[src/rtl/tlet_pkg.sv]
// Package for the timed LED event table: sizes, field widths, operation and
// slot command codes, and the layout of one stored event.
// No dependencies; imported by timed_led_event_table_unit.
package tlet_pkg;

    localparam int EVENT_SLOTS = 16;
    localparam int LED_COUNT   = 64;
    localparam int TIME_BITS   = 32;
    localparam int MAX_RESULTS = 16;

    localparam int SLOT_W  = $clog2(EVENT_SLOTS);
    localparam int SCAN_W  = $clog2(EVENT_SLOTS + 1);
    localparam int CNT_W   = $clog2(MAX_RESULTS + 1);
    localparam int OP_W    = 2;
    localparam int LED_W   = 6;
    localparam int CODE_W  = 2;
    localparam int SLOTF_W = 4;
    localparam int WORD_W  = 24;
    localparam int CMDF_W  = 2;
    localparam int PADDR_W = 4;
    localparam int PDATA_W = 32;

    typedef enum logic [OP_W-1:0] {
        OP_ADD    = 2'd0,
        OP_DELETE = 2'd1,
        OP_READ   = 2'd2,
        OP_TICK   = 2'd3
    } op_t;

    localparam logic [CMDF_W-1:0] CMD_EMPTY = 2'd0;
    localparam logic [CMDF_W-1:0] CMD_ON    = 2'd1;
    localparam logic [CMDF_W-1:0] CMD_OFF   = 2'd2;

    localparam logic [WORD_W-1:0] COLOR0_RESET = 24'hFFFFFF;
    localparam logic [WORD_W-1:0] COLOR1_RESET = 24'h00FF00;
    localparam logic [WORD_W-1:0] COLOR2_RESET = 24'hFF0000;
    localparam logic [WORD_W-1:0] COLOR3_RESET = 24'h0000FF;

    typedef struct packed {
        logic [LED_W-1:0]     led;
        logic [CODE_W-1:0]    color;
        logic [TIME_BITS-1:0] due;
    } slot_entry_t;

endpackage

[src/rtl/timed_led_event_table_unit.sv]
// Timed LED event table: top level with the sequencer, the slot memory and
// the colour register file.
// Depends on tlet_pkg.
//
// Usage. Input transactions arrive on in_valid/in_ready with one field per
// port; operation selects add, delete, read or tick. Results leave on
// out_valid/out_ready through an output register, so a finished result may
// wait there while the next input transaction is already taken.
// Add, delete and read give exactly one result, which the execute state
// writes into the output register once it is free; the sequencer then
// returns to idle for the next input. A tick reads every slot from the
// slot memory, one slot a cycle, to mark the due events, then spends a
// fire and an emit state on each fired event: one memory read and one
// output transaction. A tick with nothing due gives a single result
// with fired low. The single read port of the slot memory paces the scan
// and the fired events. The last result of every input carries last high.
// Reset empties every slot and loads the default colour words; no clearing
// pass is needed since occupancy lives in flip-flops. When the receiver
// stalls, the sequencer holds in place and no result is dropped.
// Colour words must be written over the APB port while idle; the block does not enforce it.
module timed_led_event_table_unit (
    input  logic                              clk,
    input  logic                              rst_n,
    input  logic                              in_valid,
    output logic                              in_ready,
    input  logic [tlet_pkg::OP_W-1:0]         operation,
    input  logic                              command,
    input  logic [tlet_pkg::LED_W-1:0]        led_index,
    input  logic [tlet_pkg::CODE_W-1:0]       color_code,
    input  logic [tlet_pkg::TIME_BITS-1:0]    event_time,
    input  logic [tlet_pkg::SLOTF_W-1:0]      slot_index,
    input  logic [tlet_pkg::TIME_BITS-1:0]    current_time,
    output logic                              out_valid,
    input  logic                              out_ready,
    output logic                              accepted,
    output logic [tlet_pkg::CMDF_W-1:0]       read_command,
    output logic [tlet_pkg::LED_W-1:0]        read_led,
    output logic [tlet_pkg::CODE_W-1:0]       read_color,
    output logic [tlet_pkg::TIME_BITS-1:0]    read_time,
    output logic                              fired,
    output logic [tlet_pkg::LED_W-1:0]        fired_led,
    output logic [tlet_pkg::WORD_W-1:0]       fired_color,
    output logic                              last,
    output logic                              any_free,
    input  logic                              psel,
    input  logic                              penable,
    input  logic                              pwrite,
    input  logic [tlet_pkg::PADDR_W-1:0]      paddr,
    input  logic [tlet_pkg::PDATA_W-1:0]      pwdata,
    output logic [tlet_pkg::PDATA_W-1:0]      prdata,
    output logic                              pready
);
    import tlet_pkg::*;

    typedef enum logic [2:0] {
        S_IDLE,
        S_EXEC,
        S_SCAN,
        S_DECIDE,
        S_FIRE,
        S_EMIT
    } state_t;

    // Colour register file.
    logic [WORD_W-1:0] color_reg [4];

    // Slot memory and its ports.
    slot_entry_t       slot_mem [EVENT_SLOTS];
    slot_entry_t       mem_rdata_reg;
    logic              mem_we;
    logic [SLOT_W-1:0] mem_waddr;
    slot_entry_t       mem_wdata;
    logic              mem_re;
    logic [SLOT_W-1:0] mem_raddr;

    // Sequencer state.
    state_t               state_reg, state_next;
    op_t                  op_reg, op_next;
    logic                 cmd_reg, cmd_next;
    logic [LED_W-1:0]     led_reg, led_next;
    logic [CODE_W-1:0]    code_reg, code_next;
    logic [TIME_BITS-1:0] etime_reg, etime_next;
    logic [SLOTF_W-1:0]   slot_reg, slot_next;
    logic [TIME_BITS-1:0] now_reg, now_next;
    logic [EVENT_SLOTS-1:0] busy_reg, busy_next;
    logic [EVENT_SLOTS-1:0] off_reg, off_next;
    logic [EVENT_SLOTS-1:0] due_reg, due_next;
    logic [SCAN_W-1:0]    scan_idx_reg, scan_idx_next;
    logic                 chk_valid_reg, chk_valid_next;
    logic [SLOT_W-1:0]    chk_idx_reg, chk_idx_next;
    logic [CNT_W-1:0]     fire_cnt_reg, fire_cnt_next;
    logic [SLOT_W-1:0]    fire_idx_reg, fire_idx_next;

    // Output register.
    logic                 out_valid_reg, out_valid_next;
    logic                 accepted_reg, accepted_next;
    logic [CMDF_W-1:0]    rd_cmd_reg, rd_cmd_next;
    logic [LED_W-1:0]     rd_led_reg, rd_led_next;
    logic [CODE_W-1:0]    rd_color_reg, rd_color_next;
    logic [TIME_BITS-1:0] rd_time_reg, rd_time_next;
    logic                 fired_reg, fired_next;
    logic [LED_W-1:0]     f_led_reg, f_led_next;
    logic [WORD_W-1:0]    f_color_reg, f_color_next;
    logic                 last_reg, last_next;
    logic                 any_free_reg, any_free_next;

    logic                 out_free;
    logic                 cfg_write;
    logic [SLOT_W-1:0]    empty_idx;
    logic [SLOT_W-1:0]    due_idx;
    logic [EVENT_SLOTS-1:0] due_rest;

    function automatic logic [SLOT_W-1:0] lowest_set(input logic [EVENT_SLOTS-1:0] flags);
        logic [SLOT_W-1:0] idx;
        idx = '0;
        for (int i = EVENT_SLOTS - 1; i >= 0; i--)
        begin
            if (flags[i])
            begin
                idx = SLOT_W'(i);
            end
        end
        return idx;
    endfunction

    // Configuration port.
    assign pready    = 1'b1;
    assign cfg_write = psel && penable && pwrite && pready;
    assign prdata    = {{(PDATA_W - WORD_W){1'b0}}, color_reg[paddr[3:2]]};

    always_ff @(posedge clk or negedge rst_n)
    begin
        if (!rst_n)
        begin
            color_reg[0] <= COLOR0_RESET;
            color_reg[1] <= COLOR1_RESET;
            color_reg[2] <= COLOR2_RESET;
            color_reg[3] <= COLOR3_RESET;
        end
        else if (cfg_write)
        begin
            color_reg[paddr[3:2]] <= pwdata[WORD_W-1:0];
        end
    end

    // Slot memory: one write port and one registered read port.
    always_ff @(posedge clk)
    begin
        if (mem_we)
        begin
            slot_mem[mem_waddr] <= mem_wdata;
        end
        if (mem_re)
        begin
            mem_rdata_reg <= slot_mem[mem_raddr];
        end
    end

    assign in_ready  = (state_reg == S_IDLE);
    assign out_free  = !out_valid_reg || out_ready;
    assign empty_idx = lowest_set(~busy_reg);
    assign due_idx   = lowest_set(due_reg);
    assign due_rest  = due_reg & ~(EVENT_SLOTS'(1) << fire_idx_reg);

    always_comb
    begin
        state_next     = state_reg;
        op_next        = op_reg;
        cmd_next       = cmd_reg;
        led_next       = led_reg;
        code_next      = code_reg;
        etime_next     = etime_reg;
        slot_next      = slot_reg;
        now_next       = now_reg;
        busy_next      = busy_reg;
        off_next       = off_reg;
        due_next       = due_reg;
        scan_idx_next  = scan_idx_reg;
        chk_valid_next = chk_valid_reg;
        chk_idx_next   = chk_idx_reg;
        fire_cnt_next  = fire_cnt_reg;
        fire_idx_next  = fire_idx_reg;

        out_valid_next = out_valid_reg && !out_ready;
        accepted_next  = accepted_reg;
        rd_cmd_next    = rd_cmd_reg;
        rd_led_next    = rd_led_reg;
        rd_color_next  = rd_color_reg;
        rd_time_next   = rd_time_reg;
        fired_next     = fired_reg;
        f_led_next     = f_led_reg;
        f_color_next   = f_color_reg;
        last_next      = last_reg;
        any_free_next  = any_free_reg;

        mem_we    = 1'b0;
        mem_waddr = empty_idx;
        mem_wdata = '{led: led_reg, color: code_reg, due: etime_reg};
        mem_re    = 1'b0;
        mem_raddr = slot_index[SLOT_W-1:0];

        unique case (state_reg)
            S_IDLE:
            begin
                if (in_valid)
                begin
                    op_next    = op_t'(operation);
                    cmd_next   = command;
                    led_next   = led_index;
                    code_next  = color_code;
                    etime_next = event_time;
                    slot_next  = slot_index;
                    now_next   = current_time;
                    if (op_t'(operation) == OP_TICK)
                    begin
                        scan_idx_next  = '0;
                        chk_valid_next = 1'b0;
                        due_next       = '0;
                        fire_cnt_next  = '0;
                        state_next     = S_SCAN;
                    end
                    else
                    begin
                        // A read fetches its slot now; the data waits in the read register.
                        mem_re     = (op_t'(operation) == OP_READ);
                        state_next = S_EXEC;
                    end
                end
            end

            S_EXEC:
            begin
                if (out_free)
                begin
                    out_valid_next = 1'b1;
                    accepted_next  = 1'b0;
                    rd_cmd_next    = CMD_EMPTY;
                    rd_led_next    = '0;
                    rd_color_next  = '0;
                    rd_time_next   = '0;
                    fired_next     = 1'b0;
                    f_led_next     = '0;
                    f_color_next   = '0;
                    last_next      = 1'b1;
                    case (op_reg)
                        OP_ADD:
                        begin
                            if (!(&busy_reg) && (32'(led_reg) < LED_COUNT))
                            begin
                                busy_next[empty_idx] = 1'b1;
                                off_next[empty_idx]  = cmd_reg;
                                mem_we               = 1'b1;
                                accepted_next        = 1'b1;
                            end
                        end
                        OP_DELETE:
                        begin
                            if ((32'(slot_reg) < EVENT_SLOTS) && busy_reg[slot_reg[SLOT_W-1:0]])
                            begin
                                busy_next[slot_reg[SLOT_W-1:0]] = 1'b0;
                                accepted_next                   = 1'b1;
                            end
                        end
                        OP_READ:
                        begin
                            if ((32'(slot_reg) < EVENT_SLOTS) && busy_reg[slot_reg[SLOT_W-1:0]])
                            begin
                                accepted_next = 1'b1;
                                rd_cmd_next   = off_reg[slot_reg[SLOT_W-1:0]] ? CMD_OFF : CMD_ON;
                                rd_led_next   = mem_rdata_reg.led;
                                rd_color_next = mem_rdata_reg.color;
                                rd_time_next  = mem_rdata_reg.due;
                            end
                        end
                        default:
                        begin
                        end
                    endcase
                    any_free_next = !(&busy_next);
                    state_next    = S_IDLE;
                end
            end

            S_SCAN:
            begin
                // Read one slot a cycle; its due time is compared once the read register holds it.
                if (scan_idx_reg < SCAN_W'(EVENT_SLOTS))
                begin
                    mem_re         = 1'b1;
                    mem_raddr      = scan_idx_reg[SLOT_W-1:0];
                    scan_idx_next  = scan_idx_reg + SCAN_W'(1);
                    chk_valid_next = 1'b1;
                    chk_idx_next   = scan_idx_reg[SLOT_W-1:0];
                end
                else
                begin
                    chk_valid_next = 1'b0;
                end
                if (chk_valid_reg && busy_reg[chk_idx_reg] && (now_reg > mem_rdata_reg.due)
                    && (fire_cnt_reg < CNT_W'(MAX_RESULTS)))
                begin
                    due_next[chk_idx_reg] = 1'b1;
                    fire_cnt_next         = fire_cnt_reg + CNT_W'(1);
                end
                if ((scan_idx_reg == SCAN_W'(EVENT_SLOTS)) && !chk_valid_reg)
                begin
                    state_next = S_DECIDE;
                end
            end

            S_DECIDE:
            begin
                if (|due_reg)
                begin
                    state_next = S_FIRE;
                end
                else if (out_free)
                begin
                    out_valid_next = 1'b1;
                    accepted_next  = 1'b0;
                    rd_cmd_next    = CMD_EMPTY;
                    rd_led_next    = '0;
                    rd_color_next  = '0;
                    rd_time_next   = '0;
                    fired_next     = 1'b0;
                    f_led_next     = '0;
                    f_color_next   = '0;
                    last_next      = 1'b1;
                    any_free_next  = !(&busy_reg);
                    state_next     = S_IDLE;
                end
            end

            S_FIRE:
            begin
                mem_re        = 1'b1;
                mem_raddr     = due_idx;
                fire_idx_next = due_idx;
                state_next    = S_EMIT;
            end

            S_EMIT:
            begin
                if (out_free)
                begin
                    out_valid_next = 1'b1;
                    accepted_next  = 1'b0;
                    rd_cmd_next    = CMD_EMPTY;
                    rd_led_next    = '0;
                    rd_color_next  = '0;
                    rd_time_next   = '0;
                    fired_next     = 1'b1;
                    f_led_next     = mem_rdata_reg.led;
                    f_color_next   = off_reg[fire_idx_reg] ? '0 : color_reg[mem_rdata_reg.color];
                    last_next      = (due_rest == '0);
                    // Slots still busy once every due event has fired stay busy.
                    any_free_next  = !(&(busy_reg & ~due_reg));
                    busy_next[fire_idx_reg] = 1'b0;
                    due_next[fire_idx_reg]  = 1'b0;
                    state_next     = (due_rest == '0) ? S_IDLE : S_FIRE;
                end
            end

            default:
            begin
                state_next = S_IDLE;
            end
        endcase
    end

    always_ff @(posedge clk or negedge rst_n)
    begin
        if (!rst_n)
        begin
            state_reg     <= S_IDLE;
            busy_reg      <= '0;
            off_reg       <= '0;
            due_reg       <= '0;
            scan_idx_reg  <= '0;
            chk_valid_reg <= 1'b0;
            chk_idx_reg   <= '0;
            fire_cnt_reg  <= '0;
            fire_idx_reg  <= '0;
            out_valid_reg <= 1'b0;
        end
        else
        begin
            state_reg     <= state_next;
            busy_reg      <= busy_next;
            off_reg       <= off_next;
            due_reg       <= due_next;
            scan_idx_reg  <= scan_idx_next;
            chk_valid_reg <= chk_valid_next;
            chk_idx_reg   <= chk_idx_next;
            fire_cnt_reg  <= fire_cnt_next;
            fire_idx_reg  <= fire_idx_next;
            out_valid_reg <= out_valid_next;
        end
    end

    always_ff @(posedge clk)
    begin
        op_reg       <= op_next;
        cmd_reg      <= cmd_next;
        led_reg      <= led_next;
        code_reg     <= code_next;
        etime_reg    <= etime_next;
        slot_reg     <= slot_next;
        now_reg      <= now_next;
        accepted_reg <= accepted_next;
        rd_cmd_reg   <= rd_cmd_next;
        rd_led_reg   <= rd_led_next;
        rd_color_reg <= rd_color_next;
        rd_time_reg  <= rd_time_next;
        fired_reg    <= fired_next;
        f_led_reg    <= f_led_next;
        f_color_reg  <= f_color_next;
        last_reg     <= last_next;
        any_free_reg <= any_free_next;
    end

    assign out_valid    = out_valid_reg;
    assign accepted     = accepted_reg;
    assign read_command = rd_cmd_reg;
    assign read_led     = rd_led_reg;
    assign read_color   = rd_color_reg;
    assign read_time    = rd_time_reg;
    assign fired        = fired_reg;
    assign fired_led    = f_led_reg;
    assign fired_color  = f_color_reg;
    assign last         = last_reg;
    assign any_free     = any_free_reg;

endmodule
[config.mk]
export PLATFORM = sky130hd
export DESIGN_NAME = timed_led_event_table_unit
export DESIGN_NICKNAME = d
export VERILOG_FILES = /design/src/rtl/tlet_pkg.sv /design/src/rtl/timed_led_event_table_unit.sv
export SDC_FILE = /design/constraint.sdc
export NUM_CORES = 1
export LEC_CHECK = 0
export BUFFER_PORTS_ARGS = -buffer_cell sky130_fd_sc_hd__buf_2
export CAP_MARGIN = 20
export CELL_PAD_IN_SITES_DETAIL_PLACEMENT = 2
export CELL_PAD_IN_SITES_GLOBAL_PLACEMENT = 2
export CORE_UTILIZATION = 38
export CTS_BUF_LIST = sky130_fd_sc_hd__clkbuf_4
export DETAILED_ROUTE_END_ITERATION = 10
export PLACE_DENSITY = 0.67
export SYNTH_ARGS = -nofsm -noshare
export SYNTH_HDL_FRONTEND = slang
export SYNTH_SLANG_ARGS = --single-unit
[constraint.sdc]
create_clock -name clk -period 14.5 [get_ports clk]
set_input_delay 0 -clock clk [delete_from_list [all_inputs] [get_ports clk]]
set_output_delay 0 -clock clk [all_outputs]
set_load 0.01 [all_outputs]
# ---- Word level (Yosys, flattened, before mapping)
# Memory sizes are Yosys's and may differ from the RTL's. A register that Yosys moved wholly into a read port is not among the register bits.
# Cells that the tools add are included.
dict set report totals {
  register_bits 322
  mem_bits_rw 640
  in_bits 122
  word_cells 283
  mem_count 1
}
# name words width read_ports rd_clocked_by_memory_dff wr line_no
set mem_list {}
lappend mem_list {slot_mem 16 40 1 1 1 timed_led_event_table_unit.sv:68} ;# slot_entry_t slot_mem [EVENT_SLOTS];
dict set report classes {
  n_addsub 2
  order_cmp 14
  n_eq_ne 19
  shifts 1
  mux 156
  n_bitwise 15
  reduce_logical 44
}
# operator count
set ops {}
lappend ops {{$mux 24} 9}
lappend ops {{$mux 16} 10}
lappend ops {{$mux 32} 5}
lappend ops {{$mux 4} 33}
lappend ops {{$bmux 24 s2} 2}
lappend ops {{$bwmux 96} 1}
lappend ops {{$pmux 32 s3} 1}
lappend ops {{$and 16x16->16} 5}
lappend ops {{$not 16->16} 5}
lappend ops {{$pmux 24 s3} 1}
lappend ops {{$pmux 16 s2} 2}
lappend ops {{$demux 24 s2} 1}
lappend ops {{$mux 6} 8}
lappend ops {{$pmux 16 s3} 1}
lappend ops {{$reduce_and 16->1} 3}
lappend ops {{$pmux 6 s3} 2}
lappend ops {{$mux 1} 35}
lappend ops {{$gt 32x32->1} 1}
lappend ops {{$or 16x16->16} 2}
lappend ops {{$mux 2} 12}
lappend ops {{$lt 4x5->1 const B} 4}
lappend ops {{$mux 5} 4}
lappend ops {{$pmux 5 s2} 2}
lappend ops {{$mux 3} 6}
lappend ops {{other kinds (38)} 96}

# ---- Longest topological paths before layout
dict set report logic_depth {
  depth_word 30
  mapped_depth 13
  depth_no_buf 10
}

# ---- Worst setup path after synthesis
# No wires, ideal clock.
dict set report synth_timing {
  path_type {reg2reg}
  from {register state_reg[1]}
  to {register, netlist name mem_rdata_reg[0]}
  setup_time_ps 404
  t_arrival_ps 7770
  path_slack_ps 6325
  stages_incl_launch_ff 7
  n_path_buf 3
  synth_period_minus_slack_ps 8175
  cell_sequence {dfrtp_1 -> buf_2 -> buf_1 -> clkbuf_1 -> nor3_1 -> nand3b_1 -> nand3_1}
}
dict set report synth_via {
  elab_chain_len 2
  elab_cells_between_ends 5
}
# element line_no
set synth_lines {}
lappend synth_lines {{start: declaration} timed_led_event_table_unit.sv:77} ;# state_t state_reg, state_next;
lappend synth_lines {{start signal: assignment} timed_led_event_table_unit.sv:388} ;# state_reg <= state_next;
lappend synth_lines {{$eq 3x3->1, or another cell as far along} timed_led_event_table_unit.sv:202} ;# unique case (state_reg)
lappend synth_lines {{$pmux 1 s3 *} timed_led_event_table_unit.sv:202}
lappend synth_lines {{named net mem_re} timed_led_event_table_unit.sv:73} ;# logic mem_re;
# The timed path passes the listed nets; every way through them passes the cells marked *.
# A chain may end at the register's enable or synchronous reset.

# ---- Final worst setup path
dict set report layout_timing {
  from {register state_reg[0]}
  to {register, netlist name mem_rdata_reg[23]}
}
dict set report layout_via {
  elab_chain_len 2
  elab_cells_between_ends 5
}
# element line_no
set layout_lines {}
lappend layout_lines {{$eq 3x3->1, or another cell as far along} timed_led_event_table_unit.sv:202}
lappend layout_lines {{$pmux 1 s3 or $pmux 4 s2 (tied branches)} timed_led_event_table_unit.sv:202}
# Parallel ways exist; a longest one is shown, timed or not.

==> impl_metrics.json <==
{
  "ys_top_cells_by_count": "edfxtp_1, mux2i_1, o22ai_1",
  "synth_cell_types": 76,
  "cts_resized": 0,
  "clk_pin_slew_ps": 70,
  "wire_per_inst_um": 28.1,
  "drc": 0,
  "wl_mm": 134,
  "path_max_fanout": 146,
  "syn_inst": 2517,
  "synth_top_area_share_pct": 60.5,
  "ys_seq_area_share_pct": 70.7,
  "via_count": 26200,
  "synth_top_family_by_area": "multiplexers",
  "leakagePower_nw": 18.7,
  "critPathKind": "flip-flop to flip-flop",
  "cts_max_path_buffers": 4,
  "rsz0062_at_grt": "false",
  "grt_pass1_vias": 29900,
  "fin_crit_sh_pct": 39.7,
  "drt_iter0_markers": 1651,
  "avgSynthCellArea_um2": 16.5,
  "synthArstFlopShare_pct": 16.7,
  "hp-class": "input port to flip-flop",
  "synthTopCellsByArea": "edfxtp_1, mux2i_1, dfrtp_1",
  "yosysMostFrequentCell": "edfxtp_1",
  "vdd_ir_drop_max_uv": 149,
  "crit_buf_inv": 2,
  "synth_fa_ha_area_share_pct": 1.18,
  "largest_reg_flops": 640,
  "status": "finished, final reports clean",
  "period_needed_ps": 5760,
  "synth-edff-count": 835,
  "start_kind": "flip-flop",
  "area_delta_synth_final_pct": 20.9,
  "synthMuxAreaShare_pct": 14.4,
  "clock-root-buffer": "clkbuf_4",
  "rows": 120,
  "cts_buffers": 294,
  "grt-ovfl-total": 0,
  "die_w_um": 332,
  "path_delay_family": "simple AND/OR/NAND/NOR gates",
  "die_h_um": 332,
  "critical_path.slowest_cell": "buf_4",
  "critPathArrivalTime_ps": 6610,
  "ios": 233,
  "ys_warn_count": 0,
  "power.density_mw_per_mm2": 182,
  "cts_tree": "done",
  "skew_ps": 100,
  "start_util_pct": 38.5,
  "hold_violations": 0,
  "ant_nets": 0,
  "first_pass_iters": 5,
  "fmaxAchievable_mhz": 174,
  "synth_compound_area_share_pct": 5.67,
  "synth-xor-area-share_pct": 0.0634,
  "dieArea_mm2": 0.110,
  "synth_area_mm2": 0.0414,
  "slowest_delay_ps": 950,
  "cp_cell_sequence": "nor2_1 -> nand2_1 -> nor2_1 -> nand2_1 -> nand4_1 -> buf_12 -> buf_4 -> mux2i_1 -> o22ai_1 -> or4_1",
  "clkSinkCount": 1002,
  "gp_congestion": 0.814,
  "ys.flop_type": "edfxtp_1",
  "groute.usage.overall_pct": 24.3,
  "grt_start_max_net_pins": 147,
  "core_mm2": 0.108,
  "finalSetupViolations": 0,
  "slew_headroom_pct": 24.3,
  "drv_slew": 0,
  "final_nets": 3330,
  "htreeDepth": 5,
  "grt_first_pass_wirelength_mm": 198,
  "maxCapViolCount": 0,
  "setup_tns_ps": 0,
  "grt_antenna_before_repair": 3,
  "drive_gt1_share_pct": 29.3,
  "power_mw": 9.12,
  "postCtsSetupBuffers": 0,
  "required_ps": 15350,
  "synthSimpleGateAreaFrac_pct": 5.42,
  "clk_latency_ps": 1180,
  "worst_pin_slew_ps": 1140,
  "crit_path_end_kind": "flip-flop",
  "synth_top_cell_by_area": "edfxtp_1",
  "dp_hpwl_mm": 73.0,
  "io_buffers": 213,
  "via_per_inst": 5.50,
  "ys_ff_latch": 1002
}
==> area by class of cell <==
cell class                      instances  area (um2)
Antenna cell                            9        22.5
Tap cell                             1403        1760
Clock inverter                         53         309
Multi-Input combinational cell       1320       11400
Sequential cell                      1002       29300
Fill cell                           10200       57500
Timing Repair Buffer                  501        3900
Inverter                               50         189
Clock buffer                          435        3270
==> power by group <==
part	internal [mW]	total [mW]	switching (mW)	leakage, nW
clock network	1.43	2.67	1.24	2.16
registers	3.67	4.03	0.364	9.64
logic	0.943	2.42	1.48	6.92
total	6.04	9.12	3.08	18.7
==> stage by stage <==
stage | cell area [um2] | util, % | worst slack (ps) | hold slack [ps] | instances
finish | 50100 | 46.5 | 8740 | 120 | 4773
global route | 50100 | 46.5 | 8410 | 56.3 | 4771
CTS | 50000 | 46.5 | 8850 | 0.487 | 4761
detailed placement | 44000 | 40.9 | 8830 | 95.9 | 4032
global placement | 44000 | 40.9 | 8990 | 73.6 | 4030
floorplan | 41500 | - | 6330 | -296 | 2524
==> cell usage in the layout, fill, tap and decap left out, types with 10 or more instances in the layout <==
cell type      count
edfxtp_1         835
clkbuf_4         436
mux2i_1          321
dlygate4sd3_1    240
buf_2            212
o22ai_1          165
dfrtp_1          119
mux2_2           112
nand2_1           80
mux4_2            67
o21ai_0           62
and2_1            50
a21oi_1           50
inv_1             49
dfstp_2           48
buf_4             43
nor2_1            41
nor2b_1           41
or4_1             41
ha_1              39
clkinv_1          38
nand3_1           24
nand4_1           17
nor2_4            16
nand2b_1          15
a31oi_1           15
nor3_1            11
a21o_1            10
==> worst paths after layout <==
check | start | depth (start not counted) | endpoint | slack, ps
max | state_reg[0]$_DFFE_PN0P_ | 10 | mem_rdata_reg[23]$_DFFE_PP_ | 8740
min | event_time[29] | 3 | etime_reg[29]$_DFFE_PP_ | 120
max reg2reg | state_reg[0]$_DFFE_PN0P_ | 10 | mem_rdata_reg[23]$_DFFE_PP_ | 8740
min reg2reg | color_reg[53]$_DFFE_PN0P_ | 1 | color_reg[53]$_DFFE_PN0P_ | 530
max in group asynchronous | rst_n | 6 | color_reg[68]$_DFFE_PN0P_ | 12640
min in group asynchronous | rst_n | 5 | off_reg[8]$_DFFE_PN0P_ | 580
==> kinds of logic after synthesis <==
kind of cell / Yosys count
DFF: 1002
adders and majority gates: 39
muxes: 500
xor gates and xnor gates: 3
buffers and inverters: 202
AOI/OAI and AO/OA: 373
other: 2
and+or+nand+nor: 396
==> routing by layer <==
layer,up-vias,routed length [um],track usage [%]
met2,747,70000,43.2
met3,252,5520,3.91
met5,-,0,0
met1,13900,55200,29.8
li1,11300,-,-
met4,0,3390,8.51
==> tightest hold or removal path, delay by kind of cell <==
kind / cells / cell delay [ps]
buf+inv: 3 / 1140
==> timing repair <==
action / in CTS / in global routing
setup endpoints to repair: 0 / 0
hold endpoints to repair: 390 / 0
hold buffers: 241 / 0
(Power assumes the default switching activity.)
